**src/rtl/core/sts_pkg.sv**
```systemverilog
// ----------------------------------------------------------------------------
// sts_pkg
// Shared types and constants for the sorted table search block.
// ----------------------------------------------------------------------------
package sts_pkg;

    localparam int KEY_W       = 64;
    localparam int POS_W       = 5;
    localparam int MAX_RESULTS = 32;

    localparam logic MODE_LOAD   = 1'b0;
    localparam logic MODE_SEARCH = 1'b1;

    localparam logic KIND_ENTRY  = 1'b0;
    localparam logic KIND_ANSWER = 1'b1;

    typedef enum logic [3:0] {
        ST_IDLE,
        ST_SORT_I,
        ST_SORT_LD,
        ST_SORT_RD,
        ST_SORT_CMP,
        ST_SWAP_A,
        ST_SWAP_B,
        ST_EMIT_RD,
        ST_EMIT_OUT,
        ST_SRCH_ADDR,
        ST_SRCH_CMP,
        ST_ANSWER
    } state_t;

    typedef struct packed {
        logic lt;
        logic eq;
    } cmp_res_t;

    typedef struct packed {
        logic               kind;
        logic [KEY_W-1:0]   entry_key;
        logic               found;
        logic [POS_W-1:0]   position;
        logic               last;
    } res_t;

endpackage

```
**src/rtl/core/sts_ram.sv**
```systemverilog
// ----------------------------------------------------------------------------
// sts_ram
// Generic single write port RAM with one registered read port.
// ----------------------------------------------------------------------------
module sts_ram #(
    parameter int WIDTH = 64,
    parameter int DEPTH = 32
) (
    input  logic                     clk,
    input  logic                     we,
    input  logic [$clog2(DEPTH)-1:0] waddr,
    input  logic [WIDTH-1:0]         wdata,
    input  logic                     re,
    input  logic [$clog2(DEPTH)-1:0] raddr,
    output logic [WIDTH-1:0]         rdata
);

    logic [WIDTH-1:0] mem [DEPTH];
    logic [WIDTH-1:0] rdata_reg;

    always_ff @(posedge clk)
    begin
        if (we)
        begin
            mem[waddr] <= wdata;
        end
        if (re)
        begin
            rdata_reg <= mem[raddr];
        end
    end

    assign rdata = rdata_reg;

endmodule

```
**src/rtl/core/sts_cmp.sv**
```systemverilog
// ----------------------------------------------------------------------------
// sts_cmp
// Shared key comparator used by both the sort scan and the search probes.
// ----------------------------------------------------------------------------
module sts_cmp (
    input  logic [sts_pkg::KEY_W-1:0] a,
    input  logic [sts_pkg::KEY_W-1:0] b,
    output sts_pkg::cmp_res_t         res
);

    always_comb
    begin
        res.lt = (a < b);
        res.eq = (a == b);
    end

endmodule

```
**src/rtl/core/sts_seq.sv**
```systemverilog
// ----------------------------------------------------------------------------
// sts_seq
// Sequencer for load, selection sort, sorted emission and binary search.
// ----------------------------------------------------------------------------
module sts_seq #(
    parameter int DEPTH = 32
) (
    input  logic                          clk,
    input  logic                          rst_n,
    input  logic                          in_valid,
    output logic                          in_stall,
    input  logic                          mode,
    input  logic [sts_pkg::KEY_W-1:0]     key,
    input  logic                          last_load,
    output logic                          ram_we,
    output logic [$clog2(DEPTH)-1:0]      ram_waddr,
    output logic [sts_pkg::KEY_W-1:0]     ram_wdata,
    output logic                          ram_re,
    output logic [$clog2(DEPTH)-1:0]      ram_raddr,
    input  logic [sts_pkg::KEY_W-1:0]     ram_rdata,
    output logic [sts_pkg::KEY_W-1:0]     cmp_a,
    output logic [sts_pkg::KEY_W-1:0]     cmp_b,
    input  sts_pkg::cmp_res_t             cmp,
    output logic                          res_push,
    output sts_pkg::res_t                 res,
    input  logic                          res_ready
);

    localparam int AW = $clog2(DEPTH);
    localparam int CW = $clog2(DEPTH + 1);

    sts_pkg::state_t state_reg, state_next;

    logic [CW-1:0] count_reg, count_next;
    logic [CW-1:0] i_reg, i_next;
    logic [CW-1:0] j_reg, j_next;
    logic [CW-1:0] best_reg, best_next;
    logic [CW-1:0] lo_reg, lo_next;
    logic [CW-1:0] hi_reg, hi_next;
    logic [CW-1:0] mid_reg, mid_next;
    logic [sts_pkg::KEY_W-1:0] lo_key_reg, lo_key_next;
    logic [sts_pkg::KEY_W-1:0] ikey_reg, ikey_next;
    logic [sts_pkg::KEY_W-1:0] key_reg, key_next;
    logic                      found_reg, found_next;
    logic [sts_pkg::POS_W-1:0] pos_reg, pos_next;

    logic [CW:0]   mid_sum;
    logic [CW-1:0] mid;
    logic          accept;
    logic          emit_last;

    // floor midpoint of lo and hi-1; only used while lo < hi
    assign mid_sum   = {1'b0, lo_reg} + {1'b0, hi_reg} - {{CW{1'b0}}, 1'b1};
    assign mid       = mid_sum[CW:1];
    assign accept    = in_valid && (state_reg == sts_pkg::ST_IDLE);
    assign emit_last = ((32'(i_reg) + 32'd1) == 32'(count_reg))
                    || ((32'(i_reg) + 32'd1) == 32'(sts_pkg::MAX_RESULTS));

    // one comparator: search probes against the searched key, sort scan
    // against the running minimum
    assign cmp_a = ram_rdata;
    assign cmp_b = (state_reg == sts_pkg::ST_SRCH_CMP) ? key_reg : lo_key_reg;

    always_ff @(posedge clk or negedge rst_n)
    begin
        if (!rst_n)
        begin
            state_reg <= sts_pkg::ST_IDLE;
            count_reg <= '0;
        end
        else
        begin
            state_reg <= state_next;
            count_reg <= count_next;
        end
    end

    always_ff @(posedge clk)
    begin
        i_reg      <= i_next;
        j_reg      <= j_next;
        best_reg   <= best_next;
        lo_reg     <= lo_next;
        hi_reg     <= hi_next;
        mid_reg    <= mid_next;
        lo_key_reg <= lo_key_next;
        ikey_reg   <= ikey_next;
        key_reg    <= key_next;
        found_reg  <= found_next;
        pos_reg    <= pos_next;
    end

    always_comb
    begin
        state_next  = state_reg;
        count_next  = count_reg;
        i_next      = i_reg;
        j_next      = j_reg;
        best_next   = best_reg;
        lo_next     = lo_reg;
        hi_next     = hi_reg;
        mid_next    = mid_reg;
        lo_key_next = lo_key_reg;
        ikey_next   = ikey_reg;
        key_next    = key_reg;
        found_next  = found_reg;
        pos_next    = pos_reg;

        in_stall  = (state_reg != sts_pkg::ST_IDLE);
        ram_we    = 1'b0;
        ram_waddr = count_reg[AW-1:0];
        ram_wdata = key;
        ram_re    = 1'b0;
        ram_raddr = i_reg[AW-1:0];
        res_push  = 1'b0;

        res.kind      = sts_pkg::KIND_ANSWER;
        res.entry_key = key_reg;
        res.found     = found_reg;
        res.position  = pos_reg;
        res.last      = 1'b1;

        unique case (state_reg)
            sts_pkg::ST_IDLE:
            begin
                if (accept)
                begin
                    if (mode == sts_pkg::MODE_LOAD)
                    begin
                        // drop the key once the table is full
                        if (32'(count_reg) < DEPTH)
                        begin
                            ram_we     = 1'b1;
                            count_next = count_reg + CW'(1);
                        end
                        if (last_load)
                        begin
                            i_next     = '0;
                            state_next = sts_pkg::ST_SORT_I;
                        end
                    end
                    else
                    begin
                        key_next   = key;
                        lo_next    = '0;
                        hi_next    = count_reg;
                        state_next = sts_pkg::ST_SRCH_ADDR;
                    end
                end
            end

            sts_pkg::ST_SORT_I:
            begin
                if ((32'(i_reg) + 32'd1) < 32'(count_reg))
                begin
                    ram_re     = 1'b1;
                    ram_raddr  = i_reg[AW-1:0];
                    state_next = sts_pkg::ST_SORT_LD;
                end
                else
                begin
                    i_next     = '0;
                    state_next = sts_pkg::ST_EMIT_RD;
                end
            end

            sts_pkg::ST_SORT_LD:
            begin
                lo_key_next = ram_rdata;
                ikey_next   = ram_rdata;
                best_next   = i_reg;
                j_next      = i_reg + CW'(1);
                state_next  = sts_pkg::ST_SORT_RD;
            end

            sts_pkg::ST_SORT_RD:
            begin
                if (j_reg < count_reg)
                begin
                    ram_re     = 1'b1;
                    ram_raddr  = j_reg[AW-1:0];
                    state_next = sts_pkg::ST_SORT_CMP;
                end
                else
                begin
                    state_next = sts_pkg::ST_SWAP_A;
                end
            end

            sts_pkg::ST_SORT_CMP:
            begin
                if (cmp.lt)
                begin
                    lo_key_next = ram_rdata;
                    best_next   = j_reg;
                end
                j_next     = j_reg + CW'(1);
                state_next = sts_pkg::ST_SORT_RD;
            end

            sts_pkg::ST_SWAP_A:
            begin
                ram_we     = 1'b1;
                ram_waddr  = best_reg[AW-1:0];
                ram_wdata  = ikey_reg;
                state_next = sts_pkg::ST_SWAP_B;
            end

            sts_pkg::ST_SWAP_B:
            begin
                ram_we     = 1'b1;
                ram_waddr  = i_reg[AW-1:0];
                ram_wdata  = lo_key_reg;
                i_next     = i_reg + CW'(1);
                state_next = sts_pkg::ST_SORT_I;
            end

            sts_pkg::ST_EMIT_RD:
            begin
                ram_re     = 1'b1;
                ram_raddr  = i_reg[AW-1:0];
                state_next = sts_pkg::ST_EMIT_OUT;
            end

            sts_pkg::ST_EMIT_OUT:
            begin
                res.kind      = sts_pkg::KIND_ENTRY;
                res.entry_key = ram_rdata;
                res.found     = 1'b0;
                res.position  = sts_pkg::POS_W'(i_reg);
                res.last      = emit_last;
                if (res_ready)
                begin
                    res_push = 1'b1;
                    if (emit_last)
                    begin
                        state_next = sts_pkg::ST_IDLE;
                    end
                    else
                    begin
                        i_next     = i_reg + CW'(1);
                        state_next = sts_pkg::ST_EMIT_RD;
                    end
                end
            end

            sts_pkg::ST_SRCH_ADDR:
            begin
                if (lo_reg < hi_reg)
                begin
                    ram_re     = 1'b1;
                    ram_raddr  = mid[AW-1:0];
                    mid_next   = mid;
                    state_next = sts_pkg::ST_SRCH_CMP;
                end
                else
                begin
                    found_next = 1'b0;
                    pos_next   = '0;
                    state_next = sts_pkg::ST_ANSWER;
                end
            end

            sts_pkg::ST_SRCH_CMP:
            begin
                priority if (cmp.eq)
                begin
                    found_next = 1'b1;
                    pos_next   = sts_pkg::POS_W'(mid_reg);
                    state_next = sts_pkg::ST_ANSWER;
                end
                else if (cmp.lt)
                begin
                    lo_next    = mid_reg + CW'(1);
                    state_next = sts_pkg::ST_SRCH_ADDR;
                end
                else
                begin
                    hi_next    = mid_reg;
                    state_next = sts_pkg::ST_SRCH_ADDR;
                end
            end

            sts_pkg::ST_ANSWER:
            begin
                if (res_ready)
                begin
                    res_push   = 1'b1;
                    state_next = sts_pkg::ST_IDLE;
                end
            end

            default:
            begin
                state_next = sts_pkg::ST_IDLE;
            end
        endcase
    end

endmodule

```
**src/rtl/core/sorted_table_search.sv**
```systemverilog
// A load writes one entry while the table has room; a load marked last adds
// the selection sort, a read and a compare per scanned entry and two writes
// per pass, then emits the sorted entries one read each. A search takes up to
// ceil(log2(n+1)) probes for n entries, each a read and a compare. One item
// is in work at a time; the one RAM read port and comparator serve it all.
// Reset clears the entry count and the sequencer; the table needs no clearing.
// ----------------------------------------------------------------------------
// sorted_table_search
// Key table loaded one beat at a time, sorted in place by selection sort on
// the last load and searched by binary search. All compares share one unit.
// ----------------------------------------------------------------------------
module sorted_table_search #(
    parameter int DEPTH     = 32,
    parameter int KEY_BYTES = 8
) (
    input  logic                              clk,
    input  logic                              rst_n,
    // input channel
    input  logic                              in_valid,
    output logic                              in_stall,
    input  logic                              mode,
    input  logic [sts_pkg::KEY_W-1:0]         key,
    input  logic                              last_load,
    // result channel
    output logic                              out_valid,
    input  logic                              out_stall,
    output logic                              kind,
    output logic [sts_pkg::KEY_W-1:0]         entry_key,
    output logic                              found,
    output logic [sts_pkg::POS_W-1:0]         position,
    output logic                              last
);

    localparam int AW = $clog2(DEPTH);
    // keep the top KEY_BYTES bytes, zero the rest
    localparam logic [sts_pkg::KEY_W-1:0] KEY_MASK =
        {sts_pkg::KEY_W{1'b1}} << (8 * (8 - KEY_BYTES));

    logic [sts_pkg::KEY_W-1:0] key_masked;

    logic                      ram_we;
    logic [AW-1:0]             ram_waddr;
    logic [sts_pkg::KEY_W-1:0] ram_wdata;
    logic                      ram_re;
    logic [AW-1:0]             ram_raddr;
    logic [sts_pkg::KEY_W-1:0] ram_rdata;

    logic [sts_pkg::KEY_W-1:0] cmp_a;
    logic [sts_pkg::KEY_W-1:0] cmp_b;
    sts_pkg::cmp_res_t         cmp;

    logic                      res_push;
    logic                      res_ready;
    sts_pkg::res_t             res;

    logic                      out_valid_reg, out_valid_next;
    sts_pkg::res_t             res_reg;

    assign key_masked = key & KEY_MASK;

    // key storage: one write and one registered read per cycle
    sts_ram #(
        .WIDTH (sts_pkg::KEY_W),
        .DEPTH (DEPTH)
    ) u_table (
        .clk   (clk),
        .we    (ram_we),
        .waddr (ram_waddr),
        .wdata (ram_wdata),
        .re    (ram_re),
        .raddr (ram_raddr),
        .rdata (ram_rdata)
    );

    // the one comparator shared by sort scan and search probes
    sts_cmp u_cmp (
        .a   (cmp_a),
        .b   (cmp_b),
        .res (cmp)
    );

    sts_seq #(
        .DEPTH (DEPTH)
    ) u_seq (
        .clk       (clk),
        .rst_n     (rst_n),
        .in_valid  (in_valid),
        .in_stall  (in_stall),
        .mode      (mode),
        .key       (key_masked),
        .last_load (last_load),
        .ram_we    (ram_we),
        .ram_waddr (ram_waddr),
        .ram_wdata (ram_wdata),
        .ram_re    (ram_re),
        .ram_raddr (ram_raddr),
        .ram_rdata (ram_rdata),
        .cmp_a     (cmp_a),
        .cmp_b     (cmp_b),
        .cmp       (cmp),
        .res_push  (res_push),
        .res       (res),
        .res_ready (res_ready)
    );

    // output register: take a new result beat when empty or draining
    assign res_ready = !out_valid_reg || !out_stall;

    always_comb
    begin
        out_valid_next = out_valid_reg;
        if (res_push)
        begin
            out_valid_next = 1'b1;
        end
        else if (!out_stall)
        begin
            out_valid_next = 1'b0;
        end
    end

    always_ff @(posedge clk or negedge rst_n)
    begin
        if (!rst_n)
        begin
            out_valid_reg <= 1'b0;
        end
        else
        begin
            out_valid_reg <= out_valid_next;
        end
    end

    // hold the payload while the beat is stalled
    always_ff @(posedge clk)
    begin
        if (res_push)
        begin
            res_reg <= res;
        end
    end

    assign out_valid = out_valid_reg;
    assign kind      = res_reg.kind;
    assign entry_key = res_reg.entry_key;
    assign found     = res_reg.found;
    assign position  = res_reg.position;
    assign last      = res_reg.last;

endmodule

```
**config.mk**
```make
export PLATFORM = sky130hd
export DESIGN_NAME = sorted_table_search
export DESIGN_NICKNAME = d
export VERILOG_FILES = /design/src/rtl/core/sts_pkg.sv /design/src/rtl/core/sts_ram.sv /design/src/rtl/core/sts_cmp.sv /design/src/rtl/core/sts_seq.sv /design/src/rtl/core/sorted_table_search.sv
export SDC_FILE = /design/constraint.sdc
export NUM_CORES = 2
export LEC_CHECK = 0
export BUFFER_PORTS_ARGS = -buffer_cell sky130_fd_sc_hd__buf_2
export CAP_MARGIN = 5
export CELL_PAD_IN_SITES_DETAIL_PLACEMENT = 0
export CELL_PAD_IN_SITES_GLOBAL_PLACEMENT = 1
export CORE_MARGIN = 2
export CORE_UTILIZATION = 56
export DETAILED_ROUTE_END_ITERATION = 8
export PLACE_DENSITY = 0.81
export SYNTH_ARGS = -nofsm -noshare
export SYNTH_HDL_FRONTEND = slang
export SYNTH_HIERARCHICAL = 1
export SYNTH_SLANG_ARGS = --single-unit
```
**constraint.sdc**
```tcl
create_clock -name clk -period 10.5 [get_ports clk]
set_input_delay 2.1 -clock clk [delete_from_list [all_inputs] [get_ports clk]]
set_output_delay 2.1 -clock clk [all_outputs]
set_load 0.01 [all_outputs]
```
**Word-level counts from Yosys, hierarchy flattened**

Memory sizes are Yosys's and may differ from the RTL's. A register that Yosys moved wholly into a read port is not among the register bits.
Cells that the tools add are included.

- Output and inout port bits: 74
- Input port bits: 70
- Memories kept: 1
- Memory bits (writable): 2048
- Bits in registers: 316

- Reductions and logical operators: 23
- Eq/ne operators: 30
- Order comparisons: 5
- Mux-type cells: 60
- Add/subtract/negate cells: 7
- Bitwise logic cells: 1

Memories:

| name | words | bits a word | read ports | clocked after memory_dff | write ports | RTL line | text |
|---|---|---|---|---|---|---|---|
| u_table.mem | 32 | 64 | 1 | 1 | 1 | sts_ram.sv:18 | `logic [WIDTH-1:0] mem [DEPTH];` |

Operators by type and width:

| operator | number |
|---|---|
| $pmux 64 s2 | 2 |
| $mux 64 | 2 |
| $mux 6 | 14 |
| $mux 72 | 1 |
| $eq 64x64->1 | 1 |
| $lt 64x64->1 | 1 |
| $pmux 4 s11 | 1 |
| $pmux 5 s2 | 4 |
| $pmux 6 s2 | 3 |
| $eq 32x6->1 | 1 |
| $eq 32x6->1 const B | 1 |
| $lt 32x6->1 | 1 |
| $ne 2x2->1 const B | 13 |
| $mux 5 | 5 |
| $add 6x1->6 const B | 4 |
| $pmux 6 s4 | 1 |
| $mux 4 | 5 |
| $eq 4x3->1 const B | 4 |
| $eq 4x4->1 const B | 4 |
| $mux 1 | 16 |
| $lt 6x6->1 | 2 |
| $reduce_and 5->1 | 2 |
| $eq 4x2->1 const B | 2 |
| $reduce_and 4->1 | 2 |
| other kinds (22) | 34 |

**Depth between registers and ports, before layout**

- Word-level depth: 7
- Depth in mapped cells: 20
- Depth with buffers taken out: 16

**By module**

Netlist, hierarchy kept.

By module, submodules not included:

| module | times used | cells an instance | area an instance (sq um) |
|---|---|---|---|
| sts_ram | 1 | 3096 | 79605.1 |
| sts_seq | 1 | 1250 | 12368.1 |
| sorted_table_search | 1 | 75 | 2198.4 |
| sts_cmp | 1 | 233 | 1689.1 |

**Worst setup path after synthesis**

OpenSTA, ideal clock, no wires.

- Path type: input to register
- Start: input out_stall
- End: register res_reg (netlist bit entry_key[0]), enable pin
- Buffers on the path: 0
- Required time: 9.816 ns
- Path slack: 0.485 ns
- Stages: 3
- Data arrival time: 9.331 ns
- Path through: nand2_1 -> inv_1 -> nor4_1

- Longest elaborated chain between the ends: 4

RTL lines:

| element | RTL line | text |
|---|---|---|
| start, declared | sorted_table_search.sv:26 | `input logic out_stall,` |
| $logic_not 1->1 | -- |  |
| $logic_or 1x1->1 | sorted_table_search.sv:107 | `assign res_ready = !out_valid_reg \|\| !out_stall;` |
| $mux 1 | sts_seq.sv:232, sts_seq.sv:286 |  |
| $mux 1 | -- |  |
| end signal, assigned | sorted_table_search.sv:139 | `res_reg <= res;` |
| end, declared | sorted_table_search.sv:57 | `sts_pkg::res_t res_reg;` |

No other way between the ends.
A chain may end at the register's enable or synchronous reset.

==> results.txt <==
Die Span X -> 418 um
ranking of synthesized cells by area -> edfxtp_1 76%, mux4_2 14%, nand2_1 2.2%
status -> complete, no violations
dominant synthesized flop cell -> edfxtp_1
Final setup viols -> 0
peak supply drop -> 0.367 mV
CTS Buffer Depth -> 3
Syn-to-layout area delta -> 11.0%
CTS Hold Bufs -> 0
Synth Area in XOR/XNOR -> 0.192%
Max stage delay on crit path -> 0.77 ns
pin count of the biggest net entering global routing -> 135
most common cell after layout, fill and taps aside -> edfxtp_1
NumNets Final -> 5008
Wirelength per Cell -> 34.6 um
Startpoint Class -> register
clk_lat worst skew -> 0.88 ns
via count -> 48300
Synth Area in Simple Gates -> 3.33%
row count -> 151
Syn Nets -> 4819
Mapped Cells -> 4654
CTS tree -> built
H-Tree Depth -> 4
area share of fa/ha/maj cells after synthesis -> 1.26%
# resized after CTS -> 0
GRT Residual Overflow -> 0
Setup Fix Bufs, Post-CTS -> 0
setup ws final -> 3.76 ns
fillers -> 11200
Synth Area in Compound Gates -> 1.73%
mux cell area share after synthesis -> 15.5%
final period utilization -> 64.2%
Worst Path Required -> 10.98 ns
CTS buffer count -> 228
number of flip-flops in the largest register -> 2048
first-pass GRT wire length -> 354000 um
min cycle time layout -> 6.74 ns
maxcap violations -> 0
core area -> 0.170 mm^2
Via density -> 6.67
Crit Path Class -> reg -> reg
Root Driver -> clkbuf_16
Hold Vio Cnt, Final -> 0
I/O Buffers -> 143
top-area cell type share of the netlist area -> 75.7%
Fmax achieved -> 148 MHz
Top Usage Layer GRT -> met2
DRT Wirelength -> 251000 um
Worst Max-Slew Pin Slew -> 1.27 ns
crit path max fanout -> 59
initial antenna violation count -> 4
Worst-path clk slew -> 0.06 ns
yosys warns -> 6
post-synthesis cell type count -> 71
RSZ-0062 raised after global routing -> false
Die Footprint -> 0.175 mm^2
Die Y-Extent -> 418 um
IO Pins -> 144
Setup crit end kind -> register
post-synthesis register bit count -> 2428
starting density of the core -> 56.5%
post-placement cell area -> 0.0991 mm^2
post-route setup TNS -> 0 ns
Power, Total -> 31300 uW
GPL Wtd Cong -> 0.859
share of layout cells above drive strength 1 -> 26.1%
Post-synth EDFFs -> 2417
sequential fraction of the synthesis area -> 76.0%
CP cell instances -> nor2b_1 > nand2_4 > clkinv_2 > buf_4 > nand2_1 > nand2_1 > inv_1 > ha_1 > a21o_1 > a21o_1 > a221oi_1 > o22ai_1 > nor4_2 > a21o_4 > buf_4
Post-DRT Antenna Nets -> 0
largest area contributor in the netlist -> edfxtp_1
First-pass DRT Iterations -> 6
Cell Pwr Density -> 294 mW/mm^2
commonest cells after routing, fill and taps aside -> 2417 x edfxtp_1, 602 x mux4_2, 572 x nand2_1
largest family of logic cells by synthesized area -> multiplexers
crit path DAT -> 7.22 ns
synthesized area per cell -> 20.6 um^2
met1 Use GR -> 40.1%
Max Slew Vio Count -> 0
Initial DRC Count -> 7058
clk sinks -> 2428
hpwl dp -> 134000 um
P_leak -> 0.0348 uW
Synth Cell Area -> 0.0959 mm^2
met2 Track Usage GR -> 46.5%
GRT Total Usage -> 29.0%
Biggest register -> u_table/mem
number of global-route vias before repair -> 47600
met3 usage -> 5.00%
slowest CP cell -> buf_4
Clock Skew -> 0.0504 ns
fraction of registers with async set/reset -> 0.453%
Worst Hold Class -> reg -> reg
slew margin rel. -> 15.3%
dpl ws -> 3.86 ns
cell area after layout -> 0.106 mm^2
DRC viols -> 0
[cells by family (layout without fill, tap and decap cells)]
family | Yosys count | count (layout)
compound gates | 232 | 232
xor+xnor | 21 | 21
fa+ha+maj | 96 | 96
buf+inv | 395 | 773
flops | 2428 | 2428
mux | 723 | 723
other cells | 0 | 1
simple gates | 759 | 759
[area by class of cell]
type	count	area (um^2)	share of cell area [%]
clock buffers	286	5970	5.61
inverters	112	425	0.400
multi-input cells	1831	21500	20.2
repair buffers	242	1600	1.50
clock inverters	133	1320	1.24
diodes	1	2.50	0.00235
flip-flops and latches	2428	72900	68.5
well taps	2218	2780	2.61
[worst paths after layout]
kind                                    start                   end  slack [ns]  cells past startpoint
setup / recovery           u_seq/state_reg[1]  u_seq/lo_key_reg[11]        3.76                     15
hold / removal                      out_valid             out_valid        0.50                      1
setup reg to reg           u_seq/state_reg[1]  u_seq/lo_key_reg[11]        3.76                     15
hold reg to reg                     out_valid             out_valid        0.50                      1
max in group asynchronous               rst_n    u_seq/count_reg[4]        9.15                      1
min in group asynchronous               rst_n    u_seq/state_reg[2]        1.10                      1
[stage by stage]
step,cells,hold WS [ns],utilization [%]
finish,7251,0.496,62.7
global route,7251,0.521,62.7
CTS,7250,0.504,62.7
detailed placement,6831,0.491,58.4
global placement,6831,0.476,58.4
floorplan,4654,0.470,-
[worst max-delay path, delay by kind of cell, from the launching register on]
family / cells / cell delay, ns
AO/OA/AOI/OAI: 5 / 1.25
adder cells (fa/ha/maj): 1 / 0.28
buffers and inverters: 4 / 1.95
flip-flops: 1 / 0.71
AND/OR/NAND/NOR: 5 / 1.89
[cells in the mapped netlist (27+ instances only)]
library cell,number
inv_1,109
mux2i_1,41
nor2_1,69
nand2_1,574
mux2_2,80
buf_1,27
mux4_2,602
buf_2,71
clkbuf_1,104
edfxtp_1,2417
a22oi_1,73
a21oi_1,38
buf_4,78
ha_1,94
[where the power goes]
group          leakage (uW)  switching (uW)  total [uW]  internal [uW]
combinational       0.00925            5820       10500           4640
sequential           0.0220             460       12800          12300
clock               0.00356            3550        8090           4530
total                0.0348            9840       31300          21500
[layer usage]
metal,up-vias,share of wire [%]
li1,19200,-
met2,3063,49
met3,492,11
met1,25600,36
met5,-,0.0036
met4,2,4.3
No activity file was read; power rests on OpenSTA's default activity.
